`config.mk`:
```
export PLATFORM = sky130hd
export DESIGN_NAME = hsv_to_rgb_converter_core
export DESIGN_NICKNAME = d
export VERILOG_FILES = /design/src/hdl/hsvrgb_pkg.sv /design/src/hdl/hsv_to_rgb_converter_core.sv /design/src/hdl/hsvrgb_hue.sv /design/src/hdl/hsvrgb_scale.sv
export SDC_FILE = /design/constraint.sdc
export NUM_CORES = 2
export LEC_CHECK = 0
export BUFFER_PORTS_ARGS = -buffer_cell sky130_fd_sc_hd__buf_4
export CAP_MARGIN = 10
export CORE_MARGIN = 4
export CORE_UTILIZATION = 65
export CTS_CLUSTER_DIAMETER = 40
export DETAILED_ROUTE_END_ITERATION = 10
export PLACE_DENSITY = 0.82
export SLEW_MARGIN = 30
export SYNTH_ARGS = -nofsm -noshare
export SYNTH_HDL_FRONTEND = slang
export SYNTH_HIERARCHICAL = 1
export SYNTH_SLANG_ARGS = --single-unit
```
`constraint.sdc`:
```
create_clock -name i_clk -period 14.2 [get_ports i_clk]
set_clock_uncertainty 0.2 [all_clocks]
set_input_delay 1.42 -clock i_clk [delete_from_list [all_inputs] [get_ports i_clk]]
set_output_delay 1.42 -clock i_clk [all_outputs]
set_load 0.03 [all_outputs]
```
`src/hdl/hsvrgb_pkg.sv`:
```
package hsvrgb_pkg;

    // Field formats
    localparam int HUE_W          = 16;
    localparam int CHAN_W         = 13;
    localparam int RGB_W          = 8;
    localparam int HUE_FRAC_BITS  = 6;
    localparam int CHAN_FRAC_BITS = 12;

    // Fixed-point constants: ONE is 1.0, S60 is 60 degrees, CIRCLE is 360 degrees
    localparam int ONE    = 1 << CHAN_FRAC_BITS;
    localparam int S60    = 60 << HUE_FRAC_BITS;
    localparam int CIRCLE = 360 << HUE_FRAC_BITS;

    // Wrapped hue and remainder within a sector
    localparam int HW_W  = $clog2(CIRCLE);
    localparam int REM_W = $clog2(S60);

    // Hue wrap: whole circles that a 16-bit hue can be away from [0,360)
    localparam int MAX_WRAP = (1 << (HUE_W - 1)) / CIRCLE + 1;
    localparam int CAND_W   = $clog2((1 << (HUE_W - 1)) + MAX_WRAP * CIRCLE) + 1;

    // Channel term ONE*S60 - s*k, and its product with v
    localparam int FULL   = ONE * S60;
    localparam int FULL_W = $clog2(FULL + 1);
    localparam int NUM_W  = CHAN_W + FULL_W;

    // 255 / 15 = 17 and the denominator ONE*ONE*S60 = 15 * 2^RND_SHIFT
    localparam int RND_SHIFT = 2 * CHAN_FRAC_BITS + HUE_FRAC_BITS + 2;
    localparam int SUM_W     = NUM_W + 5;
    localparam int RGB_MAX   = (1 << RGB_W) - 1;

    // 60-degree sectors in HSV order
    localparam int NUM_SECTORS = 6;

    typedef enum logic [2:0] {
        SEC_RED     = 3'd0,
        SEC_YELLOW  = 3'd1,
        SEC_GREEN   = 3'd2,
        SEC_CYAN    = 3'd3,
        SEC_BLUE    = 3'd4,
        SEC_MAGENTA = 3'd5
    } t_sector;

endpackage

```
`src/hdl/hsv_to_rgb_converter_core.sv`:
```
// HSV to RGB color converter, 8 bits per channel.
// Request channel: drive i_hue (signed degrees, 6 fractional bits), i_saturation
// and i_brightness (12 fractional bits, 4096 = 1.0) and raise start; the request
// is taken at every rising edge with start high and busy low. busy stays low,
// so a new request can enter on every clock.
// Result channel: o_red, o_green and o_blue are valid for exactly one cycle
// while o_strobe is high; the receiver must take them then, it cannot stall.
// Throughput is one pixel per clock. The six register stages are: hue
// wrap, sector split, saturation-by-remainder multiply, channel term select,
// value multiply, scale-and-round to 8 bits.
// Hue of any value wraps into [0,360); saturation and brightness above 1.0
// clamp to 1.0. Synchronous active-low reset clears the stage valid bits, so
// no strobe comes out for requests in flight at reset.
module hsv_to_rgb_converter_core (
    input  logic                           i_clk,
    input  logic                           i_rst_n,
    input  logic                           start,
    output logic                           busy,
    input  logic [hsvrgb_pkg::HUE_W-1:0]   i_hue,
    input  logic [hsvrgb_pkg::CHAN_W-1:0]  i_saturation,
    input  logic [hsvrgb_pkg::CHAN_W-1:0]  i_brightness,
    output logic                           o_strobe,
    output logic [hsvrgb_pkg::RGB_W-1:0]   o_red,
    output logic [hsvrgb_pkg::RGB_W-1:0]   o_green,
    output logic [hsvrgb_pkg::RGB_W-1:0]   o_blue
);
    import hsvrgb_pkg::*;

    localparam int LATENCY = 6;

    logic [LATENCY-1:0]  r_valid;
    logic [LATENCY-1:0]  n_valid;

    logic [CHAN_W-1:0]   n_s1;
    logic [CHAN_W-1:0]   n_v1;
    logic [CHAN_W-1:0]   r_s1;
    logic [CHAN_W-1:0]   r_v1;
    logic [CHAN_W-1:0]   r_s2;
    logic [CHAN_W-1:0]   r_v2;
    t_sector             sector2;
    logic [REM_W-1:0]    rem2;
    t_sector             r_sector3;
    logic [CHAN_W-1:0]   r_v3;
    logic [FULL_W-1:0]   r_sr3;
    logic [FULL_W-1:0]   r_sfull3;
    logic [FULL_W-1:0]   xv;
    logic [FULL_W-1:0]   xp;
    logic [FULL_W-1:0]   xq;
    logic [FULL_W-1:0]   xt;
    logic [FULL_W-1:0]   n_xr4;
    logic [FULL_W-1:0]   n_xg4;
    logic [FULL_W-1:0]   n_xb4;
    logic [FULL_W-1:0]   r_xr4;
    logic [FULL_W-1:0]   r_xg4;
    logic [FULL_W-1:0]   r_xb4;
    logic [CHAN_W-1:0]   r_v4;

    // Never hold off a request
    assign busy = 1'b0;

    // Advance the valid bits with the data
    always_comb begin
        n_valid = {r_valid[LATENCY-2:0], start & ~busy};
    end

    always_ff @(posedge i_clk) begin
        if (!i_rst_n) begin
            r_valid <= '0;
        end else begin
            r_valid <= n_valid;
        end
    end

    // Stage 1: clamp saturation and value to 1.0
    always_comb begin
        n_s1 = (i_saturation > CHAN_W'(ONE)) ? CHAN_W'(ONE) : i_saturation;
        n_v1 = (i_brightness > CHAN_W'(ONE)) ? CHAN_W'(ONE) : i_brightness;
    end

    always_ff @(posedge i_clk) begin
        r_s1 <= n_s1;
        r_v1 <= n_v1;
    end

    // Stages 1-2: hue wrap and sector split
    hsvrgb_hue u_hue (
        .i_clk    (i_clk),
        .i_hue    (i_hue),
        .o_sector (sector2),
        .o_rem    (rem2)
    );

    always_ff @(posedge i_clk) begin
        r_s2 <= r_s1;
        r_v2 <= r_v1;
    end

    // Stage 3: saturation times remainder and times a full sector
    always_ff @(posedge i_clk) begin
        r_sr3     <= FULL_W'(r_s2) * FULL_W'(rem2);
        r_sfull3  <= FULL_W'(r_s2 * S60);
        r_sector3 <= sector2;
        r_v3      <= r_v2;
    end

    // Stage 4: form the four channel terms and pick them by sector
    always_comb begin
        xv = FULL_W'(FULL);
        xp = FULL_W'(FULL) - r_sfull3;
        xq = FULL_W'(FULL) - r_sr3;
        xt = xp + r_sr3;
        case (r_sector3)
            SEC_RED: begin
                n_xr4 = xv; n_xg4 = xt; n_xb4 = xp;
            end
            SEC_YELLOW: begin
                n_xr4 = xq; n_xg4 = xv; n_xb4 = xp;
            end
            SEC_GREEN: begin
                n_xr4 = xp; n_xg4 = xv; n_xb4 = xt;
            end
            SEC_CYAN: begin
                n_xr4 = xp; n_xg4 = xq; n_xb4 = xv;
            end
            SEC_BLUE: begin
                n_xr4 = xt; n_xg4 = xp; n_xb4 = xv;
            end
            default: begin
                n_xr4 = xv; n_xg4 = xp; n_xb4 = xq;
            end
        endcase
    end

    always_ff @(posedge i_clk) begin
        r_xr4 <= n_xr4;
        r_xg4 <= n_xg4;
        r_xb4 <= n_xb4;
        r_v4  <= r_v3;
    end

    // Stages 5-6: multiply by value, scale to 8 bits
    hsvrgb_scale u_scale_red (
        .i_clk  (i_clk),
        .i_v    (r_v4),
        .i_x    (r_xr4),
        .o_chan (o_red)
    );

    hsvrgb_scale u_scale_green (
        .i_clk  (i_clk),
        .i_v    (r_v4),
        .i_x    (r_xg4),
        .o_chan (o_green)
    );

    hsvrgb_scale u_scale_blue (
        .i_clk  (i_clk),
        .i_v    (r_v4),
        .i_x    (r_xb4),
        .o_chan (o_blue)
    );

    assign o_strobe = r_valid[LATENCY-1];

`ifndef SYNTHESIS
    a_strobe_follows_start : assert property (@(posedge i_clk) disable iff (!i_rst_n)
        start |-> ##6 o_strobe)
        else $error("request did not produce a result after the pipeline latency");

    a_no_spurious_strobe : assert property (@(posedge i_clk) disable iff (!i_rst_n)
        !start |-> ##6 !o_strobe)
        else $error("result strobe without a matching request");

    a_gray_when_unsaturated : assert property (@(posedge i_clk) disable iff (!i_rst_n)
        (start && i_saturation == '0) |-> ##6 (o_red == o_green && o_green == o_blue))
        else $error("zero saturation did not give equal channels");

    a_black_when_dark : assert property (@(posedge i_clk) disable iff (!i_rst_n)
        (start && i_brightness == '0) |-> ##6 (o_red == '0 && o_green == '0 && o_blue == '0))
        else $error("zero brightness did not give black");
`endif

endmodule

```
`src/hdl/hsvrgb_hue.sv`:
```
module hsvrgb_hue (
    input  logic                          i_clk,
    input  logic [hsvrgb_pkg::HUE_W-1:0]  i_hue,
    output hsvrgb_pkg::t_sector           o_sector,
    output logic [hsvrgb_pkg::REM_W-1:0]  o_rem
);
    import hsvrgb_pkg::*;

    logic signed [CAND_W-1:0] h_ext;
    logic signed [CAND_W-1:0] cand;
    logic [HW_W-1:0]          n_hw;
    logic [HW_W-1:0]          r_hw;
    t_sector                  n_sector;
    logic [HW_W-1:0]          base;
    logic [REM_W-1:0]         n_rem;
    t_sector                  r_sector;
    logic [REM_W-1:0]         r_rem;

    // Wrap the hue into one circle: try each whole-circle offset in parallel
    always_comb begin
        h_ext = CAND_W'($signed(i_hue));
        cand  = '0;
        n_hw  = '0;
        for (int k = -MAX_WRAP; k <= MAX_WRAP; k++) begin
            cand = h_ext + CAND_W'(k * CIRCLE);
            if (cand >= 0 && cand < CAND_W'(CIRCLE)) begin
                n_hw = HW_W'(cand);
            end
        end
    end

    always_ff @(posedge i_clk) begin
        r_hw <= n_hw;
    end

    // Split into sector and remainder by comparing against each sector start
    always_comb begin
        n_sector = SEC_RED;
        base     = '0;
        for (int k = 1; k < NUM_SECTORS; k++) begin
            if (r_hw >= HW_W'(k * S60)) begin
                n_sector = t_sector'(k);
                base     = HW_W'(k * S60);
            end
        end
        n_rem = REM_W'(r_hw - base);
    end

    always_ff @(posedge i_clk) begin
        r_sector <= n_sector;
        r_rem    <= n_rem;
    end

    assign o_sector = r_sector;
    assign o_rem    = r_rem;

endmodule

```
`src/hdl/hsvrgb_scale.sv`:
```
module hsvrgb_scale (
    input  logic                           i_clk,
    input  logic [hsvrgb_pkg::CHAN_W-1:0]  i_v,
    input  logic [hsvrgb_pkg::FULL_W-1:0]  i_x,
    output logic [hsvrgb_pkg::RGB_W-1:0]   o_chan
);
    import hsvrgb_pkg::*;

    logic [NUM_W-1:0]           r_num;
    logic [SUM_W-1:0]           half;
    logic [SUM_W-1:0]           sum;
    logic [SUM_W-RND_SHIFT-1:0] upper;
    logic [RGB_W-1:0]           n_chan;
    logic [RGB_W-1:0]           r_chan;

    // Multiply value by the channel term
    always_ff @(posedge i_clk) begin
        r_num <= NUM_W'(i_v) * NUM_W'(i_x);
    end

    // Scale by 17 and round half up at the binary point, saturate to 8 bits
    always_comb begin
        half  = SUM_W'(1) << (RND_SHIFT - 1);
        sum   = (SUM_W'(r_num) << 4) + SUM_W'(r_num) + half;
        upper = sum[SUM_W-1:RND_SHIFT];
        if (upper > (SUM_W-RND_SHIFT)'(RGB_MAX)) begin
            n_chan = RGB_W'(RGB_MAX);
        end else begin
            n_chan = RGB_W'(upper);
        end
    end

    always_ff @(posedge i_clk) begin
        r_chan <= n_chan;
    end

    assign o_chan = r_chan;

endmodule
```
==> summary.md <==
| Metric | Value |
|---|---|
| Fill cells | `6051` |
| Pre-antenna DRT Iters | `6` |
| DR iter-0 viols | `2810` |
| CTS max path bufs | `3` |
| Final-report max-slew violation count | `0` |
| Worst-Margin Slew | `0.948 ns` |
| Total track usage | `0.294` |
| RSZ-0062 raised after global routing | `false` |
| Crit Path Class | `flip-flop to flip-flop` |
| Residual DRC count | `0` |
| Status | `finished, final reports clean` |
| Period Utilization, post-route | `0.477` |
| Gr ovfl total | `0` |
| Skew-Pair Late Insertion Delay | `0.64 ns` |
| Post-Syn Nets | `7209` |
| Synth Cell Area | `51600 µm²` |
| Slew HR | `0.366` |
| Wire length on met1 | `47600 µm` |
| Clock transition at the registers of the reported paths | `0.06 ns` |
| Slowest cell on the critical path | `buf_4` |
| Worst EP arrival | `7.11 ns` |
| CTS Hold Bufs | `0` |
| # diodes | `0` |
| Largest net degree at the start of global routing | `92` |
| First-pass GRT wire length | `201000 µm` |
| Top Metal Used | `met4` |
| HP Class | `flip-flop to flip-flop` |
| Multi-input gate area | `39300 µm²` |
| Slowest cell delay on critical path | `0.65 ns` |
| I/O pins | `71` |
| Worst Setup End Kind | `flip-flop` |
| Core box area | `78900 µm²` |
| R2R Setup Slk | `7.42 ns` |
| Cells along the critical path | `buf_4, nand2_1, fa_1, inv_1, fa_1, fa_1, fa_1, inv_1, fa_1, inv_1, ha_1, a21o_1, or4_1, o21ai_1, o31a_1, o31ai_1, o21a_1, o311ai_1` |
| Sequential share of the synthesized area | `0.141` |
| Clk sinks | `364` |
| Min cycle time layout | `6.78 ns` |
| Final net count | `7122` |
| CTS tree | `yes` |
| Die width | `290 µm` |
| Met3 wire len | `8910 µm` |
| Post-CTS setup buffers | `0` |
| Htree depth | `2` |
| Num CTS Buffers | `55` |
| Rows | `103` |
| Port-buffer cells | `69` |
| Most used cell along the critical path | `fa_1` |
| Layout area overhead | `5.69%` |
| Sequential cell area | `7300 µm²` |
| Hold Fails Final Rpt | `0` |
| Final setup violation count | `0` |
| Syn Inst Count | `5760` |
| Setup_tns | `0 ns` |
| Share of cells above drive strength 1 | `0.0483` |
| Die Area | `83900 µm²` |
| Vias in the first global route | `41800` |
| Worst-path fanout max | `64` |
| Routed vias/inst | `5.78` |
| Initial core utilization | `0.654` |
| Ys async rst share | `0` |
| WL per Instance | `17.7 µm` |
| Number of flops mapped to enable cells by yosys | `0` |
| Antenna-violating nets left | `0` |
| Post_cts resized | `0` |
| Worst Setup Start Kind | `flip-flop` |
| Post-Syn Area per Cell | `8.95 µm²` |
| Initial antenna violation count | `1` |
| WL final | `120000 µm` |
| Maxcap violations | `0` |
| Gpl congestion | `0.972` |
| Ys flop type | `dfxtp_1` |
| FMAX | `148 MHz` |
| Met2 WL post-DR | `58800 µm` |
| DR vias | `39100` |
| Yosys cell types | `114` |
| Critical Path RT | `14.53 ns` |
| Synthesis warning total | `6` |
| Hpwl dp | `90900 µm` |
| FF+latch count, synth | `364` |
| Die H | `290 µm` |
| Root buffer cell | `clkbuf_16` |
## worst max-delay path: cells and delay by family (launching register included)
| family | cells | cell delay [ns] |
|---|---|---|
| simple gates | 2 | 0.68 |
| buf+inv | 4 | 0.81 |
| flops | 1 | 0.39 |
| compound gates | 6 | 1.49 |
| fa+ha+maj | 6 | 3.04 |
## placed cells by master (no fill, tap or decap), drive strengths merged, types with 85 or more instances in the layout
cell type     n
xnor2       130
a21oi       207
o21ai       147
inv        1104
nand2       805
ha          544
fa          860
a21o         85
and2        475
nor2        150
buf          88
dfxtp       364
## synthesized netlist by cell type, types with 6 or more instances
cell,n,area share
o21a_1,34,0.0049
dfxtp_1,364,0.14
nor4_1,15,0.0018
or2_2,9,0.0011
a211oi_1,26,0.0038
nor3_1,45,0.0044
o22ai_1,11,0.0013
inv_1,1086,0.079
or4_1,8,0.0012
and2_1,473,0.057
ha_1,544,0.13
a21oi_1,204,0.020
a2111oi_0,6,0.0010
or3_1,13,0.0016
and4_1,8,0.0014
a211o_1,12,0.0020
o21ai_1,7,0.00068
nand4_1,20,0.0024
nand2b_1,19,0.0023
o21bai_1,22,0.0032
a31oi_1,27,0.0033
xor2_1,61,0.010
nor2_1,148,0.011
a221oi_1,9,0.0015
o31a_1,10,0.0017
clkbuf_1,213,0.016
a21o_2,7,0.0012
xnor2_1,130,0.022
nor2b_1,44,0.0053
o211ai_1,18,0.0026
o2111ai_1,8,0.0014
nand2_1,805,0.059
fa_1,860,0.33
o31ai_1,11,0.0016
a21boi_0,11,0.0016
a22oi_1,22,0.0032
o21ai_0,138,0.013
and3_1,27,0.0033
a21o_1,78,0.011
nand3_1,62,0.0060
## metrics by stage
step / cells / instance area [µm²] / util / hold WS [ns] / setup WS (ns)
after CTS: 6767 / 54500 / 0.691 / 0.122 / 7.51
after floorplan: 5760 / 51600 / - / 0.110 / 8.41
after global routing: 6767 / 54500 / 0.691 / 0.127 / 7.14
final: 6767 / 54500 / 0.691 / 0.123 / 7.42
after global placement: 6666 / 52600 / 0.667 / 0.110 / 7.73
after detailed placement: 6666 / 52600 / 0.667 / 0.112 / 7.57
## cell type report
class / instances / area share
clock buffers: 62 / 0.0266
clock inverters: 39 / 0.00776
inverters: 1088 / 0.0749
multi-input cells: 4076 / 0.720
flip-flops and latches: 364 / 0.134
well taps: 1050 / 0.0241
repair buffers: 88 / 0.0121
## sequential cells by signal, indices dropped and copies added (netlist names), 15 cells and up
name / cells
r_sr3: 24
u_scale_blue/r_num: 37
r_xr4: 24
r_xb4: 24
r_xg4: 24
u_scale_green/r_num: 37
u_scale_red/r_num: 37
u_hue/r_hw: 15
r_sfull3: 16
## layer usage
layer  up-vias  global-route usage
li1      17800                   -
met1     19300               0.371
met2      1633               0.508
met3       351              0.0473
met4         0               0.115
met5         -                   0
## path summary, 6_finish.rpt
kind / startpoint / to / cells past startpoint
worst max-delay path: r_v4[8] / u_scale_blue/r_num[34] / 18
worst min-delay path: r_v3[0] / r_v4[0] / 0
worst max register to register: r_v4[8] / u_scale_blue/r_num[34] / 18
worst min register to register: r_v3[0] / r_v4[0] / 0
## cell families (layout without fill, tap and decap cells)
family / count (synthesis) / in the layout / synth area share
AOI/OAI and AO/OA: 743 / 743 / 0.0974
xor gates and xnor gates: 192 / 192 / 0.0328
adders and majority gates: 1405 / 1405 / 0.466
buffers and inverters: 1320 / 1277 / 0.0974
DFF: 364 / 364 / 0.141
muxes: 6 / 6 / 0.00146
other: 1 / 1 / 0.0000727
and+or+nand+nor: 1729 / 1729 / 0.164
Power is not shown: default switching activity piles up to over one toggle a cycle in this logic, so the estimate is an artifact.
